[src/rtl/cqs_pkg.sv]
// ----------------------------------------------------------------------------
// cqs_pkg
// Shared sizes, codes, state and command types of the circular queue core.
// ----------------------------------------------------------------------------
package cqs_pkg;

    localparam int DEPTH  = 8;
    localparam int IDX_W  = (DEPTH > 1) ? $clog2(DEPTH) : 1;
    localparam int CNT_W  = $clog2(DEPTH + 1);
    localparam int DATA_W = 32;
    localparam int SLOT_W = 4;
    localparam int REQ_W  = 2;
    localparam int STAT_W = 2;

    typedef enum logic [REQ_W-1:0] {
        REQ_INSERT,
        REQ_DELETE,
        REQ_DISPLAY,
        REQ_SEARCH
    } t_req;

    typedef enum logic [STAT_W-1:0] {
        STAT_OK,
        STAT_FULL,
        STAT_EMPTY,
        STAT_NOT_FOUND
    } t_status;

    typedef enum logic [1:0] {
        OUT_STATUS,
        OUT_DELETE,
        OUT_DISPLAY,
        OUT_MATCH
    } t_out_sel;

    typedef enum logic [2:0] {
        ST_IDLE,
        ST_EMIT,
        ST_DELETE,
        ST_DISPLAY,
        ST_SEARCH,
        ST_SEARCH_END
    } t_state;

    typedef struct packed {
        logic     req_load;
        t_status  code;
        logic     ins_write;
        logic     head_adv;
        logic     walk_start;
        logic     walk_adv;
        logic     rd_en;
        logic     pend_set;
        logic     pend_clr;
        logic     out_load;
        t_out_sel out_sel;
        logic     out_last;
    } t_cmd;

    typedef struct packed {
        logic full;
        logic empty;
        logic walk_last;
        logic match;
        logic pend_valid;
        logic out_free;
    } t_stat;

    function automatic logic [IDX_W-1:0] advance(input logic [IDX_W-1:0] idx);
        logic [IDX_W-1:0] nxt;
        if (idx == IDX_W'(DEPTH - 1)) begin
            nxt = '0;
        end else begin
            nxt = idx + IDX_W'(1);
        end
        return nxt;
    endfunction

    function automatic logic [SLOT_W-1:0] to_slot(input logic [IDX_W-1:0] idx);
        logic [IDX_W:0] s;
        s = {1'b0, idx} + (IDX_W+1)'(1);
        return SLOT_W'(s);
    endfunction

endpackage

[src/rtl/cqs_ram.sv]
// ----------------------------------------------------------------------------
// cqs_ram
// Generic single-write, single-read RAM with registered read data.
// ----------------------------------------------------------------------------
module cqs_ram #(
    parameter int WIDTH = 32,
    parameter int DEPTH = 8,
    parameter int ADDR_W = (DEPTH > 1) ? $clog2(DEPTH) : 1
) (
    input  logic              i_clk,
    input  logic              i_wr_en,
    input  logic [ADDR_W-1:0] i_wr_addr,
    input  logic [WIDTH-1:0]  i_wr_data,
    input  logic              i_rd_en,
    input  logic [ADDR_W-1:0] i_rd_addr,
    output logic [WIDTH-1:0]  o_rd_data
);

    logic [WIDTH-1:0] r_mem [DEPTH];
    logic [WIDTH-1:0] r_rd_data;

    always_ff @(posedge i_clk) begin
        if (i_wr_en) begin
            r_mem[i_wr_addr] <= i_wr_data;
        end
        if (i_rd_en) begin
            r_rd_data <= r_mem[i_rd_addr];
        end
    end

    assign o_rd_data = r_rd_data;

endmodule

[src/rtl/cqs_ctrl.sv]
// ----------------------------------------------------------------------------
// cqs_ctrl
// Request sequencer: decodes each transaction and steps the datapath.
// ----------------------------------------------------------------------------
module cqs_ctrl
    import cqs_pkg::*;
(
    input  logic             i_clk,
    input  logic             i_rst_n,
    input  logic             i_in_valid,
    input  logic [REQ_W-1:0] i_req_type,
    output logic             o_in_stall,
    input  t_stat            i_stat,
    output t_cmd             o_cmd
);

    t_state r_state;
    t_state n_state;
    logic   accept;

    assign o_in_stall = (r_state != ST_IDLE);
    assign accept     = i_in_valid && (r_state == ST_IDLE);

    always_ff @(posedge i_clk) begin
        if (!i_rst_n) begin
            r_state <= ST_IDLE;
        end else begin
            r_state <= n_state;
        end
    end

    always_comb begin
        n_state = r_state;
        o_cmd   = '0;
        case (r_state)
            ST_IDLE: begin
                if (accept) begin
                    o_cmd.req_load = 1'b1;
                    o_cmd.pend_clr = 1'b1;
                    case (t_req'(i_req_type))
                        REQ_INSERT: begin
                            o_cmd.code      = i_stat.full ? STAT_FULL : STAT_OK;
                            o_cmd.ins_write = !i_stat.full;
                            n_state         = ST_EMIT;
                        end
                        REQ_DELETE: begin
                            o_cmd.code = STAT_EMPTY;
                            if (i_stat.empty) begin
                                n_state = ST_EMIT;
                            end else begin
                                o_cmd.rd_en = 1'b1;
                                n_state     = ST_DELETE;
                            end
                        end
                        REQ_DISPLAY: begin
                            o_cmd.code = STAT_EMPTY;
                            if (i_stat.empty) begin
                                n_state = ST_EMIT;
                            end else begin
                                o_cmd.walk_start = 1'b1;
                                o_cmd.rd_en      = 1'b1;
                                n_state          = ST_DISPLAY;
                            end
                        end
                        REQ_SEARCH: begin
                            o_cmd.code = STAT_NOT_FOUND;
                            if (i_stat.empty) begin
                                n_state = ST_EMIT;
                            end else begin
                                o_cmd.walk_start = 1'b1;
                                o_cmd.rd_en      = 1'b1;
                                n_state          = ST_SEARCH;
                            end
                        end
                        default: begin
                            n_state = ST_IDLE;
                        end
                    endcase
                end
            end
            ST_EMIT: begin
                if (i_stat.out_free) begin
                    o_cmd.out_load = 1'b1;
                    o_cmd.out_sel  = OUT_STATUS;
                    o_cmd.out_last = 1'b1;
                    n_state        = ST_IDLE;
                end
            end
            ST_DELETE: begin
                if (i_stat.out_free) begin
                    o_cmd.out_load = 1'b1;
                    o_cmd.out_sel  = OUT_DELETE;
                    o_cmd.out_last = 1'b1;
                    o_cmd.head_adv = 1'b1;
                    n_state        = ST_IDLE;
                end
            end
            ST_DISPLAY: begin
                if (i_stat.out_free) begin
                    o_cmd.out_load = 1'b1;
                    o_cmd.out_sel  = OUT_DISPLAY;
                    o_cmd.out_last = i_stat.walk_last;
                    if (i_stat.walk_last) begin
                        n_state = ST_IDLE;
                    end else begin
                        o_cmd.walk_adv = 1'b1;
                        o_cmd.rd_en    = 1'b1;
                    end
                end
            end
            ST_SEARCH: begin
                // hold a match until the next one shows it was not the final one
                if (!i_stat.match || !i_stat.pend_valid || i_stat.out_free) begin
                    o_cmd.walk_adv = 1'b1;
                    o_cmd.rd_en    = 1'b1;
                    if (i_stat.match) begin
                        o_cmd.pend_set = 1'b1;
                        if (i_stat.pend_valid) begin
                            o_cmd.out_load = 1'b1;
                            o_cmd.out_sel  = OUT_MATCH;
                        end
                    end
                    if (i_stat.walk_last) begin
                        n_state = ST_SEARCH_END;
                    end
                end
            end
            ST_SEARCH_END: begin
                if (i_stat.out_free) begin
                    o_cmd.out_load = 1'b1;
                    o_cmd.out_sel  = i_stat.pend_valid ? OUT_MATCH : OUT_STATUS;
                    o_cmd.out_last = 1'b1;
                    o_cmd.pend_clr = 1'b1;
                    n_state        = ST_IDLE;
                end
            end
            default: begin
                n_state = ST_IDLE;
            end
        endcase
    end

endmodule

[src/rtl/cqs_dp.sv]
// ----------------------------------------------------------------------------
// cqs_dp
// Queue datapath: pointers, entry count, storage, walk counter, pending
// search match and the output register.
// ----------------------------------------------------------------------------
module cqs_dp
    import cqs_pkg::*;
(
    input  logic                     i_clk,
    input  logic                     i_rst_n,
    input  logic signed [DATA_W-1:0] i_value,
    input  t_cmd                     i_cmd,
    output t_stat                    o_stat,
    input  logic                     i_out_stall,
    output logic                     o_out_valid,
    output logic [STAT_W-1:0]        o_status,
    output logic signed [DATA_W-1:0] o_data,
    output logic [SLOT_W-1:0]        o_slot,
    output logic                     o_last
);

    logic [IDX_W-1:0]  r_head;
    logic [IDX_W-1:0]  r_tail;
    logic [CNT_W-1:0]  r_count;
    logic [IDX_W-1:0]  r_walk_idx;
    logic [CNT_W-1:0]  r_walk_left;
    logic [DATA_W-1:0] r_key;
    t_status           r_code;
    logic              r_pend_valid;
    logic [SLOT_W-1:0] r_pend_slot;
    logic              r_out_valid;
    logic [STAT_W-1:0] r_status;
    logic [DATA_W-1:0] r_data;
    logic [SLOT_W-1:0] r_slot;
    logic              r_last;

    logic [IDX_W-1:0]  rd_addr;
    logic [DATA_W-1:0] rd_data;
    logic              out_free;
    logic [STAT_W-1:0] n_status;
    logic [DATA_W-1:0] n_data;
    logic [SLOT_W-1:0] n_slot;

    assign rd_addr  = i_cmd.walk_adv ? advance(r_walk_idx) : r_head;
    assign out_free = !r_out_valid || !i_out_stall;

    cqs_ram #(
        .WIDTH (DATA_W),
        .DEPTH (DEPTH),
        .ADDR_W(IDX_W)
    ) u_ram (
        .i_clk    (i_clk),
        .i_wr_en  (i_cmd.ins_write),
        .i_wr_addr(r_tail),
        .i_wr_data(i_value),
        .i_rd_en  (i_cmd.rd_en),
        .i_rd_addr(rd_addr),
        .o_rd_data(rd_data)
    );

    always_ff @(posedge i_clk) begin
        if (!i_rst_n) begin
            r_head  <= '0;
            r_tail  <= '0;
            r_count <= '0;
        end else begin
            if (i_cmd.ins_write) begin
                r_tail  <= advance(r_tail);
                r_count <= r_count + CNT_W'(1);
            end else if (i_cmd.head_adv) begin
                r_head  <= advance(r_head);
                r_count <= r_count - CNT_W'(1);
            end
        end
    end

    always_ff @(posedge i_clk) begin
        if (i_cmd.req_load) begin
            r_key  <= i_value;
            r_code <= i_cmd.code;
        end
        if (i_cmd.walk_start) begin
            r_walk_idx  <= r_head;
            r_walk_left <= r_count;
        end else if (i_cmd.walk_adv) begin
            r_walk_idx  <= advance(r_walk_idx);
            r_walk_left <= r_walk_left - CNT_W'(1);
        end
        if (i_cmd.pend_set) begin
            r_pend_slot <= to_slot(r_walk_idx);
        end
    end

    always_ff @(posedge i_clk) begin
        if (!i_rst_n) begin
            r_pend_valid <= 1'b0;
        end else if (i_cmd.pend_set) begin
            r_pend_valid <= 1'b1;
        end else if (i_cmd.pend_clr) begin
            r_pend_valid <= 1'b0;
        end
    end

    always_comb begin
        n_status = STAT_OK;
        n_data   = '0;
        n_slot   = '0;
        case (i_cmd.out_sel)
            OUT_STATUS: begin
                n_status = r_code;
            end
            OUT_DELETE: begin
                n_data = rd_data;
            end
            OUT_DISPLAY: begin
                n_data = rd_data;
                n_slot = to_slot(r_walk_idx);
            end
            OUT_MATCH: begin
                n_slot = r_pend_slot;
            end
            default: begin
                n_status = r_code;
            end
        endcase
    end

    always_ff @(posedge i_clk) begin
        if (!i_rst_n) begin
            r_out_valid <= 1'b0;
        end else if (i_cmd.out_load) begin
            r_out_valid <= 1'b1;
        end else if (!i_out_stall) begin
            r_out_valid <= 1'b0;
        end
    end

    always_ff @(posedge i_clk) begin
        if (i_cmd.out_load) begin
            r_status <= n_status;
            r_data   <= n_data;
            r_slot   <= n_slot;
            r_last   <= i_cmd.out_last;
        end
    end

    assign o_stat.full       = (r_count == CNT_W'(DEPTH));
    assign o_stat.empty      = (r_count == '0);
    assign o_stat.walk_last  = (r_walk_left == CNT_W'(1));
    assign o_stat.match      = (rd_data == r_key);
    assign o_stat.pend_valid = r_pend_valid;
    assign o_stat.out_free   = out_free;

    assign o_out_valid = r_out_valid;
    assign o_status    = r_status;
    assign o_data      = r_data;
    assign o_slot      = r_slot;
    assign o_last      = r_last;

`ifndef SYNTHESIS
    a_count_range: assert property (@(posedge i_clk) disable iff (!i_rst_n)
        r_count <= CNT_W'(DEPTH))
        else $error("entry count above depth");

    a_load_free: assert property (@(posedge i_clk) disable iff (!i_rst_n)
        i_cmd.out_load |-> out_free)
        else $error("output register overwritten while held");

    a_walk_bound: assert property (@(posedge i_clk) disable iff (!i_rst_n)
        i_cmd.walk_adv |-> (r_walk_left != '0))
        else $error("walk ran past the occupied range");

    a_no_full_write: assert property (@(posedge i_clk) disable iff (!i_rst_n)
        i_cmd.ins_write |-> !o_stat.full && !i_cmd.head_adv)
        else $error("insert into full queue or with a delete");

    a_delete_nonempty: assert property (@(posedge i_clk) disable iff (!i_rst_n)
        i_cmd.head_adv |-> !o_stat.empty)
        else $error("delete from empty queue");
`endif

endmodule

[src/rtl/circular_queue_with_search_core.sv]
// ----------------------------------------------------------------------------
// circular_queue_with_search_core
// Circular queue of signed words with insert, delete, display and search.
//
//   channel | valid        | stall        | payload
//   --------+--------------+--------------+----------------------------------
//   request | i_in_valid   | o_in_stall   | i_req_type, i_value
//   result  | o_out_valid  | i_out_stall  | o_status, o_data, o_slot, o_last
//
// Insert, delete and any request on an empty queue give a single result.
// Display and search walk the entries in order, one storage read per entry
// through the single RAM read port. Reset is synchronous and active low;
// the storage itself is not cleared. A stalled result holds the output
// register; display waits for it, search only when it has a match to emit.
// ----------------------------------------------------------------------------
module circular_queue_with_search_core
    import cqs_pkg::*;
(
    input  logic                     i_clk,
    input  logic                     i_rst_n,
    input  logic                     i_in_valid,
    output logic                     o_in_stall,
    input  logic [REQ_W-1:0]         i_req_type,
    input  logic signed [DATA_W-1:0] i_value,
    output logic                     o_out_valid,
    input  logic                     i_out_stall,
    output logic [STAT_W-1:0]        o_status,
    output logic signed [DATA_W-1:0] o_data,
    output logic [SLOT_W-1:0]        o_slot,
    output logic                     o_last
);

    t_cmd  cmd;
    t_stat stat;

    cqs_ctrl u_ctrl (
        .i_clk     (i_clk),
        .i_rst_n   (i_rst_n),
        .i_in_valid(i_in_valid),
        .i_req_type(i_req_type),
        .o_in_stall(o_in_stall),
        .i_stat    (stat),
        .o_cmd     (cmd)
    );

    cqs_dp u_dp (
        .i_clk      (i_clk),
        .i_rst_n    (i_rst_n),
        .i_value    (i_value),
        .i_cmd      (cmd),
        .o_stat     (stat),
        .i_out_stall(i_out_stall),
        .o_out_valid(o_out_valid),
        .o_status   (o_status),
        .o_data     (o_data),
        .o_slot     (o_slot),
        .o_last     (o_last)
    );

endmodule
[config.mk]
export PLATFORM = sky130hd
export DESIGN_NAME = circular_queue_with_search_core
export DESIGN_NICKNAME = d
export VERILOG_FILES = /design/src/rtl/cqs_pkg.sv /design/src/rtl/cqs_ram.sv /design/src/rtl/cqs_ctrl.sv /design/src/rtl/cqs_dp.sv /design/src/rtl/circular_queue_with_search_core.sv
export SDC_FILE = /design/constraint.sdc
export NUM_CORES = 1
export LEC_CHECK = 0
export ABC_AREA = 1
export BUFFER_PORTS_ARGS = -buffer_cell sky130_fd_sc_hd__buf_2
export CAP_MARGIN = 15
export CORE_UTILIZATION = 45
export CTS_CLUSTER_SIZE = 30
export DETAILED_ROUTE_END_ITERATION = 12
export SLEW_MARGIN = 5
export SYNTH_ARGS = -nofsm -noshare
export SYNTH_HDL_FRONTEND = slang
export SYNTH_HIERARCHICAL = 1
export SYNTH_SLANG_ARGS = --single-unit
[constraint.sdc]
create_clock -name i_clk -period 3.95 [get_ports i_clk]
set_clock_uncertainty 0.2 [all_clocks]
set_input_delay 0.395 -clock i_clk [delete_from_list [all_inputs] [get_ports i_clk]]
set_output_delay 0.395 -clock i_clk [all_outputs]
set_load 0.03 [all_outputs]
Word-level counts from Yosys, hierarchy flattened
Memories as Yosys holds them, arrays and structs flattened. A register that Yosys moved wholly into a read port is not among the register bits.
Index checks and enable logic that the tools add are counted.

storage, ports and cells
  bits in registers = 99
  RAM bits = 256
  input port bits = 38
  output and inout port bits = 41
  logic and storage cells = 133
  memories kept = 1

memories
  name              words  width  rd ports  clocked after memory_dff  wr ports  RTL line       source
  u_dp.u_ram.r_mem  8      32     1         1                         1         cqs_ram.sv:19  logic [WIDTH-1:0] r_mem [DEPTH];

cells by class
  add/subtract/negate cells = 7
  equal/unequal tests = 24
  muxes and demuxes = 60
  bitwise logic cells = 1
  reduce and logical (&&, ||, !) cells = 25

operator list
  cell                   count
  $mux W3                17
  $mux W4                9
  $eq A32 B32 Y1         1
  $pmux W3 S4            2
  $mux W1                19
  $eq A3 B3 Y1 const B   5
  $pmux W3 S5            1
  $ne A2 B1 Y1 const B   7
  $mux W2                5
  $add A3 B1 Y3 const B  3
  $eq A2 B2 Y1 const B   4
  $pmux W4 S2            1
  $sub A4 B1 Y4 const B  2
  $eq A3 B2 Y1 const B   2
  $pmux W2 S3            1
  $reduce_and A6 Y1      1
  $reduce_bool A2 Y1     3
  $reduce_or A2 Y1       3
  $reduce_or A3 Y1       2
  $logic_not A1 Y1       5
  $mux W5                1
  $add A3 B1 Y4 const B  1
  $add A4 B1 Y4 const B  1
  $eq A2 B1 Y1 const B   2
  other kinds (14)       19

Logic depth before layout (Yosys ltp)
Gate-level depths: netlist of run 1.

  depth after elaboration = 8
  gate-level depth with buffers = 23

By module
The synthesis of run 1 kept the hierarchy.

by module, submodules not included
  module    times used  cells an instance  area an instance (sq um)  seq. area each (sq um)
  cqs_ram   1           1156               12192.9                   8648.3
  cqs_dp    1           446                4325.4                    2762.6
  cqs_ctrl  1           81                 429.2                     60.1

Worst setup path after synthesis of run 1
Ideal clock, no wire load.

  path type = register to register
  start point = register u_ctrl.r_state[0]
  end point = memory u_dp.u_ram.r_mem[1][0] (enable)
  library setup time = 0.421 ns
  arrival time = 3.003 ns
  data required time = 3.329 ns
  slack = 0.326 ns
  stages on the path, launching flop included = 8
  period minus slack after synthesis = 3.624 ns
  cell sequence = dfxtp_1 -> nor2_2 -> nand2_2 -> inv_1 -> nand2_2 -> nor3_1 -> nand2_1 -> nor2_1

RTL lines
  element                 RTL line        source
  from (decl)             cqs_ctrl.sv:17  t_state r_state;
  from (signal assigned)  cqs_ctrl.sv:28  r_state <= n_state;
  to (decl)               cqs_ram.sv:19

==> results.py, run 1 <==
metrics = {
    "grt": {
        "grt_max_degree": 87,
        "overflow": 0,
        "antenna_found_initial": 0,
        "grt_pass1_wl_mm": 57.6,
        "grt_pass1_vias": 10400,
        "track_usage_pct": 19.7,
    },
    "yosys": {
        "synth-seq-area-share_pct": 67.7,
        "avgSynthCellArea_sq_um": 10.1,
        "netlist_area_sq_mm": 0.0169,
        "dominantRegCellSynth": "edfxtp_1",
        "ys_top_cells_by_area": "edfxtp_1 66%, nand2_1 12%, inv_1 8.2%",
        "synth_cell_types": 31,
        "synth_fp_nets": 1735,
        "syn_inst": 1683,
        "synthArstFlopShare_pct": 0,
        "synth_top_area_share_pct": 65.9,
        "yosysTopAreaCell": "edfxtp_1",
        "synth_warnings": 6,
        "ys_seq_elements": 387,
        "synth-edff-count": 372,
    },
    "floorplan": {
        "boundaryPins": 79,
        "die_x_um": 196,
        "initial_core_util_pct": 46.0,
        "dieArea_sq_mm": 0.0384,
        "die_h_um": 196,
        "coreArea_sq_mm": 0.0369,
        "num_rows": 70,
    },
    "power_and_ir_drop": {
        "powerDensity_mw_per_mm2": 698,
        "total_power_w": 0.0138,
        "p_leak_nw": 8.98,
        "irDropWorstVdd_mv": 0.313,
    },
    "timing": {
        "hold_viol": 0,
        "whs_ns": 0.0548,
        "report.final.slew_viol_count": 0,
        "setup_tns_ns": 0,
        "finalCriticalPeriod_ns": 3.60,
        "slew_headroom_pct": 52.9,
        "rsz0062_at_grt": "false",
        "setup_viol": 0,
        "fmax_mhz": 278,
        "worst_slew_pin_slew_ns": 0.704,
        "timing.final.crit_share_pct": 91.2,
    },
    "cts": {
        "cts.clk_slew.worst_paths_ns": 0.06,
        "cts_max_path_buffers": 3,
        "cts_tree": "built",
        "clock_latency_ns": 0.55,
        "cts_buffers": 41,
        "cts_root_buffer": "clkbuf_16",
        "htree_levels": 2,
        "clock_sinks": 387,
    },
    "setup_path": {
        "path_class": "flip-flop to flip-flop",
        "worst-path-max-fanout": 42,
        "worstPathArrival_ns": 3.69,
        "crit_required_ns": 4.04,
        "start_kind": "flip-flop",
        "cp-end-kind": "flip-flop",
    },
    "placement": {
        "placed_cells": 2240,
        "place_area_sq_mm": 0.0181,
        "port_buffers": 78,
        "hpwlAfterDp_mm": 20.7,
        "place.gp.congestion": 0.819,
    },
    "finish": {
        "drive_gt1_share_pct": 10.5,
        "layout_commonest_cell": "nand2_1",
        "n_antenna_cell": 0,
        "layout.nets": 1865,
        "syn_to_final_growth_pct": 16.5,
        "final_cell_count_no_fill": 2347,
        "mostFrequentLayoutCells": "563 x nand2_1, 372 x edfxtp_1, 369 x inv_1",
        "stdcell_area_sq_mm": 0.0197,
    },
    "route": {
        "routed_wl_mm": 36.5,
        "routedWlPerCell_um": 15.5,
        "vias": 10900,
        "routed_via_density": 4.66,
        "dr.pass1.iters": 5,
        "drtAntennaViolNets": 0,
        "drt_iter0_markers": 742,
        "drc_errors": 0,
    },
    "run": {
        "max_cap_violations": 0,
    },
    "min_path": {
        "hold_path_class": "input port to flip-flop",
    },
    "status": {
        "status": "complete, no violations",
    },
}
-- final timing paths --
path / start / to / slack [ns] / depth (start not counted)
max: u_dp/u_ram/o_rd_data[9] / u_dp/u_ram/o_rd_data[31] / 0.35 / 19
min: i_req_type[0] / u_dp/r_code[1] / 0.05 / 3
max reg2reg: u_dp/u_ram/o_rd_data[9] / u_dp/u_ram/o_rd_data[31] / 0.35 / 19
min reg2reg: u_dp/r_code[1] / u_dp/o_status[1] / 0.30 / 2
-- state kept, by name, indices dropped and copies added, names as in the netlist, 2 cells and up --
signal,flops
u_dp/r_count,4
u_dp/r_walk_idx,3
u_dp/o_slot,4
u_dp/r_pend_slot,4
u_dp/u_ram/o_rd_data,32
u_dp/o_status,2
u_dp/r_code,2
u_dp/u_ram/r_mem,256
u_ctrl/r_state,3
u_dp/r_key,32
u_dp/r_walk_left,4
u_dp/r_tail,3
u_dp/r_head,3
u_dp/o_data,32
-- synthesized netlist by cell type, types with 4 or more instances --
cell	n
buf_6	11
nor2_1	85
buf_4	7
buf_1	5
edfxtp_1	372
nand2_1	564
dfxtp_1	15
buf_2	24
inv_1	369
o21ai_0	20
nor3_1	7
nor2_2	5
nand2_2	5
clkbuf_1	7
ha_1	13
nand4_1	4
nand3_1	136
a21oi_1	11
-- cell families after synthesis --
logic type / after synthesis / synth area share (%)
and+or+nand+nor: 815 / 19.6
buffers and inverters: 426 / 10.3
DFF: 387 / 67.7
AOI/OAI and AO/OA: 35 / 1.10
adders and majority gates: 14 / 1.08
xor gates and xnor gates: 6 / 0.310
-- timing repair --
action	4_1_cts	5_1_grt
endpoints found under the hold margin	291	0
resized for setup	0	0
hold buffers	34	0
setup buffers	0	0
-- routing by layer --
layer  share of wire, %  GRT usage (%)  vias to the layer above
li1                   -              -                     5513
met1                 45           25.8                     5135
met2                 48           33.8                      242
met3                4.7           3.35                       56
met4                2.2           5.82                        0
met5                  0              0                        -
-- report_power, final --
group          internal (W)  switching [W]  total, W  leakage (nW)
clock network       0.00223        0.00153   0.00376         0.642
logic               0.00129        0.00305   0.00433          4.81
registers           0.00539       0.000294   0.00569          3.53
total               0.00891        0.00487    0.0138          8.98
-- critical path, cell delays in order, from the launching register on --
cell and delay, ns:
edfxtp_1 0.40, nor2_1 0.11, nor2_1 0.06, nor2_1 0.13, nand2_1 0.10, nor2_1 0.32, nand2_1 0.09, nor2_1 0.17
nand2_1 0.09, nor2_1 0.14, nor2_1 0.07, a21oi_1 0.16, inv_1 0.13, o21ai_4 0.26, buf_4 0.47, nand2_1 0.12
nand3_1 0.11, nand2_1 0.07, nand2_1 0.06, nand2_1 0.05
-- cell type report --
type / count / area (sq um)
clock buffers: 50 / 1060
clock inverters: 23 / 243
fillers: 3266 / 17100
inverters: 372 / 1400
multi-input cells: 870 / 3830
flip-flops and latches: 387 / 11500
well taps: 504 / 631
repair buffers: 141 / 1110
-- metrics by stage --
| stage | util [%] | setup slack [ns] |
|---|---|---|
| finish | 53.6 | 0.347 |
| global route | 53.6 | 0.00215 |
| CTS | 53.6 | 0.323 |
| detailed placement | 49.1 | 0.361 |
| global placement | 49.1 | 0.426 |
| floorplan | - | 0.326 |
Note: power is estimated with default switching activity, not from simulation.
==> run 2, diff against run 1 <==
- CAP_MARGIN: 15 -> unset
- RECOVER_POWER: unset -> 50
==> run 2 against run 1 <==
Wire length grew 0.60%; critical path type unchanged; total power shrank 0.47%; setup slack gained 0.0017 ns.
==> results.py, run 2 (same netlist as run 1, synthesis figures left out) <==
metrics = {
    "grt": {
        "track_usage_pct": 19.7,
        "grt_max_degree": 87,
        "overflow": 0,
        "grt_pass1_vias": 10400,
        "antenna_found_initial": 0,
        "grt_pass1_wl_mm": 57.6,
    },
    "finish": {
        "syn_to_final_growth_pct": 15.7,
        "utilization_pct": 53.2,
        "drive_gt1_share_pct": 6.13,
        "layout.nets": 1865,
        "final_cell_count_no_fill": 2347,
        "n_antenna_cell": 0,
        "layout_commonest_cell": "nand2_1",
        "mostFrequentLayoutCells": "565 x nand2_1, 372 x edfxtp_1, 370 x inv_1",
        "regMostFlops": "u_dp/u_ram/r_mem",
        "largest_reg_flops": 256,
    },
    "run": {
        "max_cap_violations": 0,
    },
    "power_and_ir_drop": {
        "powerDensity_mw_per_mm2": 700,
        "power_frac_seq_pct": 41.5,
        "combPwrFrac_pct": 31.1,
        "p_leak_nw": 8.75,
        "intPower_w": 0.00883,
        "clkPwrFrac_pct": 27.4,
        "irDropWorstVdd_mv": 0.313,
        "p_sw_w": 0.00489,
        "p_sw_share_pct": 35.6,
    },
    "cts": {
        "cts_max_path_buffers": 3,
        "htree_levels": 2,
        "clock_sinks": 387,
        "cts_root_buffer": "clkbuf_16",
        "cts_tree": "built",
        "cts_resized": 0,
        "post_cts_buffers": 0,
        "clock_latency_ns": 0.55,
        "cts_buffers": 41,
        "cts.clk_slew.worst_paths_ns": 0.06,
    },
    "setup_path": {
        "worstPathArrival_ns": 3.69,
        "cp-endpoint": "u_dp/u_ram/o_rd_data[31]",
        "path_class": "flip-flop to flip-flop",
        "reg2reg_depth": 19,
        "r2r_start": "u_dp/u_ram/o_rd_data[9]",
        "start_kind": "flip-flop",
        "startpoint": "u_dp/u_ram/o_rd_data[9]",
        "cp-end-kind": "flip-flop",
        "r2r_slack_ns": 0.35,
        "crit_required_ns": 4.04,
        "worstReg2RegEnd": "u_dp/u_ram/o_rd_data[31]",
        "worst-path-max-fanout": 42,
    },
    "timing": {
        "worst_slew_pin_slew_ns": 1.01,
        "setup_viol": 0,
        "slew_headroom_pct": 32.8,
        "finalCriticalPeriod_ns": 3.60,
        "postLayoutSetupSlackWorst_ns": 0.349,
        "fmax_mhz": 278,
        "rsz0062_at_grt": "false",
        "timing.final.crit_share_pct": 91.2,
        "hold_viol": 0,
        "whs_ns": 0.0562,
        "setup_tns_ns": 0,
        "report.final.slew_viol_count": 0,
    },
    "route": {
        "routed_wl_mm": 36.7,
        "drc_errors": 0,
        "routedWlPerCell_um": 15.6,
        "drt_iter0_markers": 740,
        "vias": 10900,
        "dr.pass1.iters": 6,
        "drtAntennaViolNets": 0,
        "routed_via_density": 4.66,
    },
    "floorplan": {
        "initial_core_util_pct": 46.0,
        "num_rows": 70,
        "die_h_um": 196,
        "die_x_um": 196,
        "boundaryPins": 79,
        "coreArea_sq_mm": 0.0369,
        "dieArea_sq_mm": 0.0384,
    },
    "placement": {
        "placed_cells": 2240,
        "place_ws_ns": 0.361,
        "hpwlAfterDp_mm": 20.7,
        "port_buffers": 78,
        "place.gp.congestion": 0.819,
    },
    "min_path": {
        "hold_path_class": "input port to flip-flop",
        "holdPathStages": 3,
    },
    "status": {
        "status": "complete, no violations",
    },
}
==> run 2: layer usage <==
metal,GRT usage (%),vias up,wire length (um)
met1,25.8,5137,16500
met2,33.8,231,17700
met4,5.82,0,797
met3,3.35,54,1690
met5,0,-,0
li1,-,5514,-
==> run 2: power groups by stage <==
stage	Combinational [W]	Clock (W)	Sequential [W]
finish	0.00426	0.00376	0.00570
global route	0.00477	0.00400	0.00577
CTS	0.00439	0.00386	0.00569
detailed placement	0.00434	0	0.00577
global placement	0.00429	0	0.00575
floorplan	0.00264	0	0.00617
==> run 2: worst min-delay path by stage <==
| stage | slack (ns) | startpoint | to |
|---|---|---|---|
| finish | 0.06 | i_req_type[0] | u_dp/r_code[1] |
| global placement | 0.29 | u_dp/r_code[0] | u_dp/o_status[0] |
| CTS | 0.03 | i_req_type[0] | u_dp/r_code[1] |
| floorplan | 0.26 | u_dp/r_pend_valid | u_dp/r_pend_valid |
| global route | 0.06 | i_req_type[0] | u_dp/r_code[1] |
| detailed placement | 0.29 | u_dp/r_code[1] | u_dp/o_status[1] |
==> run 2: final cells by class <==
cell class,instances,area [sq um]
Clock inverter,23,243
Clock buffer,50,1060
Timing Repair Buffer,141,997
Multi-Input combinational cell,870,3810
Tap cell,504,631
Sequential cell,387,11500
Fill cell,3297,17300
Inverter,372,1400
==> run 2: repair_timing <==
item                       CTS  global route
setup endpoints to repair    0             0
hold buffers                34             0
hold endpoints to repair   291             0
==> run 2: stage by stage <==
stage	instance area [sq um]	total power, W
final	19600	0.0137
after global routing	19600	0.0145
after CTS	19700	0.0139
after detailed placement	18100	0.0101
after global placement	18100	0.0100
after floorplan	16900	0.00881
==> run 2: worst max-delay path, cell delays in order, from the launching register on <==
cell,delay [ns]
edfxtp_1,0.40
nor2_1,0.11
nor2_1,0.06
nor2_1,0.13
nand2_1,0.10
nor2_1,0.32
nand2_1,0.09
nor2_1,0.17
nand2_1,0.09
nor2_1,0.13
nor2_1,0.06
a21oi_1,0.16
inv_1,0.13
o21ai_4,0.26
buf_4,0.48
nand2_1,0.12
nand3_1,0.11
nand2_1,0.07
nand2_1,0.06
nand2_1,0.05
==> run 3, diff against run 2 <==
- clock period: 3.95 -> 3.8 ns (I/O delays scaled with it)
==> run 3 against run 2 <==
Cell count grew 0.26%; highest routed layer unchanged; clock power up 3%; critical path depth grew 3; global-route usage fell by 0.23 points; register-to-register slack hardly changed; sequential share of layout area down 0.35 points.
==> results.py, run 3 (same netlist as run 1, synthesis figures left out) <==
metrics = {
    "finish": {
        "n_antenna_cell": 0,
        "regMostFlops": "u_dp/u_ram/r_mem",
        "drive_gt1_share_pct": 6.60,
        "utilization_pct": 53.5,
        "layout_commonest_cell": "nand2_1",
        "mostFrequentLayoutCells": "566 x nand2_1, 372 x edfxtp_1, 369 x inv_1",
        "layout.nets": 1870,
        "multi_input_area_sq_mm": 0.00382,
        "n_fill_cell": 3171,
        "final-seq-area_sq_mm": 0.0115,
        "syn_to_final_growth_pct": 16.4,
        "largest_reg_flops": 256,
    },
    "route": {
        "drt_iter0_markers": 797,
        "drc_errors": 0,
        "dr.pass1.iters": 7,
        "routedWlPerCell_um": 16.2,
        "drtAntennaViolNets": 0,
        "vias": 11000,
        "routed_via_density": 4.69,
        "routed_wl_mm": 38.1,
    },
    "floorplan": {
        "initial_core_util_pct": 46.0,
        "coreArea_sq_mm": 0.0369,
        "dieArea_sq_mm": 0.0384,
        "die_x_um": 196,
        "die_h_um": 196,
        "boundaryPins": 79,
        "num_rows": 70,
    },
    "cts": {
        "htree_levels": 2,
        "cts_root_buffer": "clkbuf_16",
        "cts.clk_slew.worst_paths_ns": 0.06,
        "clock_sinks": 387,
        "cts_buffers": 42,
        "cts_max_path_buffers": 3,
        "cts_tree": "built",
        "clock_latency_ns": 0.54,
    },
    "power_and_ir_drop": {
        "powerDensity_mw_per_mm2": 731,
        "p_leak_nw": 8.80,
        "total_power_w": 0.0144,
        "irDropWorstVdd_mv": 0.440,
    },
    "grt": {
        "track_usage_pct": 19.5,
        "antenna_found_initial": 0,
        "grt_pass1_vias": 10300,
        "grt_max_degree": 75,
        "overflow": 0,
        "grt_pass1_wl_mm": 57.0,
    },
    "setup_path": {
        "reg2reg_depth": 22,
        "start_kind": "flip-flop",
        "crit_cells": 22,
        "cp_slowest_cell": "edfxtp_1",
        "worst-path-max-fanout": 26,
        "worstPathArrival_ns": 3.53,
        "cp-end-kind": "flip-flop",
        "path_cells": "nand2_1 -> nand2_1 -> nor2_1 -> nand2_1 -> nor2_2 -> nand2_1 -> nor2_2 -> nand2_1 -> nor2_1 -> nor2_1 -> a21oi_1 -> inv_1 -> nand2_1 -> o21ai_4 -> buf_12 -> inv_6 -> clkbuf_16 -> nand2_1 -> nand3_1 -> nand2_1 -> nand2_1 -> nand2_1",
        "crit_required_ns": 3.88,
        "crit_top_cell": "nand2_1",
        "path_class": "flip-flop to flip-flop",
        "cp_num_buf_inv": 4,
        "critPathMaxStageDelay_ns": 0.43,
        "cp_top_family": "simple AND/OR/NAND/NOR gates",
    },
    "run": {
        "max_cap_violations": 0,
    },
    "placement": {
        "hpwlAfterDp_mm": 20.3,
        "port_buffers": 78,
        "place.gp.congestion": 0.844,
    },
    "timing": {
        "slew_headroom_pct": 28.3,
        "rsz0062_at_grt": "false",
        "whs_ns": 0.0595,
        "setup_viol": 0,
        "setup_tns_ns": 0,
        "hold_viol": 0,
        "timing.final.crit_share_pct": 90.7,
        "worst_slew_pin_slew_ns": 1.07,
        "report.final.slew_viol_count": 0,
        "finalCriticalPeriod_ns": 3.45,
        "fmax_mhz": 290,
    },
    "status": {
        "status": "complete, no violations",
    },
    "min_path": {
        "hold_path_class": "input port to flip-flop",
        "holdPathStages": 3,
    },
}
[run 3: area by class of cell]
cell class                      instances  share of cell area [%]
Clock inverter                         27                    1.03
Inverter                              372                    7.10
Sequential cell                       387                    58.2
Multi-Input combinational cell        870                    19.4
Clock buffer                           48                    5.55
Timing Repair Buffer                  145                    5.57
Tap cell                              504                    3.20
[run 3: worst reg2reg max path, delay by kind of cell, from the launching register on]
family / cells / cell delay, ns
AO/OA/AOI/OAI: 2 / 0.24
buffers and inverters: 4 / 0.70
flip-flops: 1 / 0.43
AND/OR/NAND/NOR: 16 / 1.60
[run 3: layer usage]
layer	vias up	wire length, um	share of wire [%]	track usage [%]
met1	5130	16800	44	26.3
met3	73	2340	6.1	2.82
met4	0	918	2.4	6.34
met2	317	18100	47	32.5
met5	-	0	0	0
li1	5525	-	-	-
[run 3: per-stage QoR]
stage | setup slack, ns | std cells | cell area (sq um)
after floorplan | 0.176 | 1683 | 16900
after global placement | 0.272 | 2238 | 18100
after detailed placement | 0.257 | 2238 | 18100
after CTS | 0.210 | 2347 | 19700
after global routing | 0.0344 | 2353 | 19700
final | 0.352 | 2353 | 19700
[run 3: final timing paths]
kind | slack (ns) | start | end
worst max-delay path | 0.35 | u_dp/u_ram/o_rd_data[10] | u_dp/u_ram/o_rd_data[12]
worst min-delay path | 0.06 | i_req_type[1] | u_dp/r_code[1]
worst max register to register | 0.35 | u_dp/u_ram/o_rd_data[10] | u_dp/u_ram/o_rd_data[12]
worst min register to register | 0.31 | u_dp/r_code[1] | u_dp/o_status[1]
[run 3: power breakdown]
part / switching, W / internal [W]
Sequential: 0.000323 / 0.00561
Clock: 0.00160 / 0.00226
Combinational: 0.00327 / 0.00137
Total: 0.00519 / 0.00924
[run 3: timing repair]
item / in CTS / in global routing
hold endpoints to repair: 295 / 0
buffers inserted: 0 / 2
hold buffers: 34 / 0
endpoints found under the setup margin: 0 / 32
gates resized for setup: 0 / 10
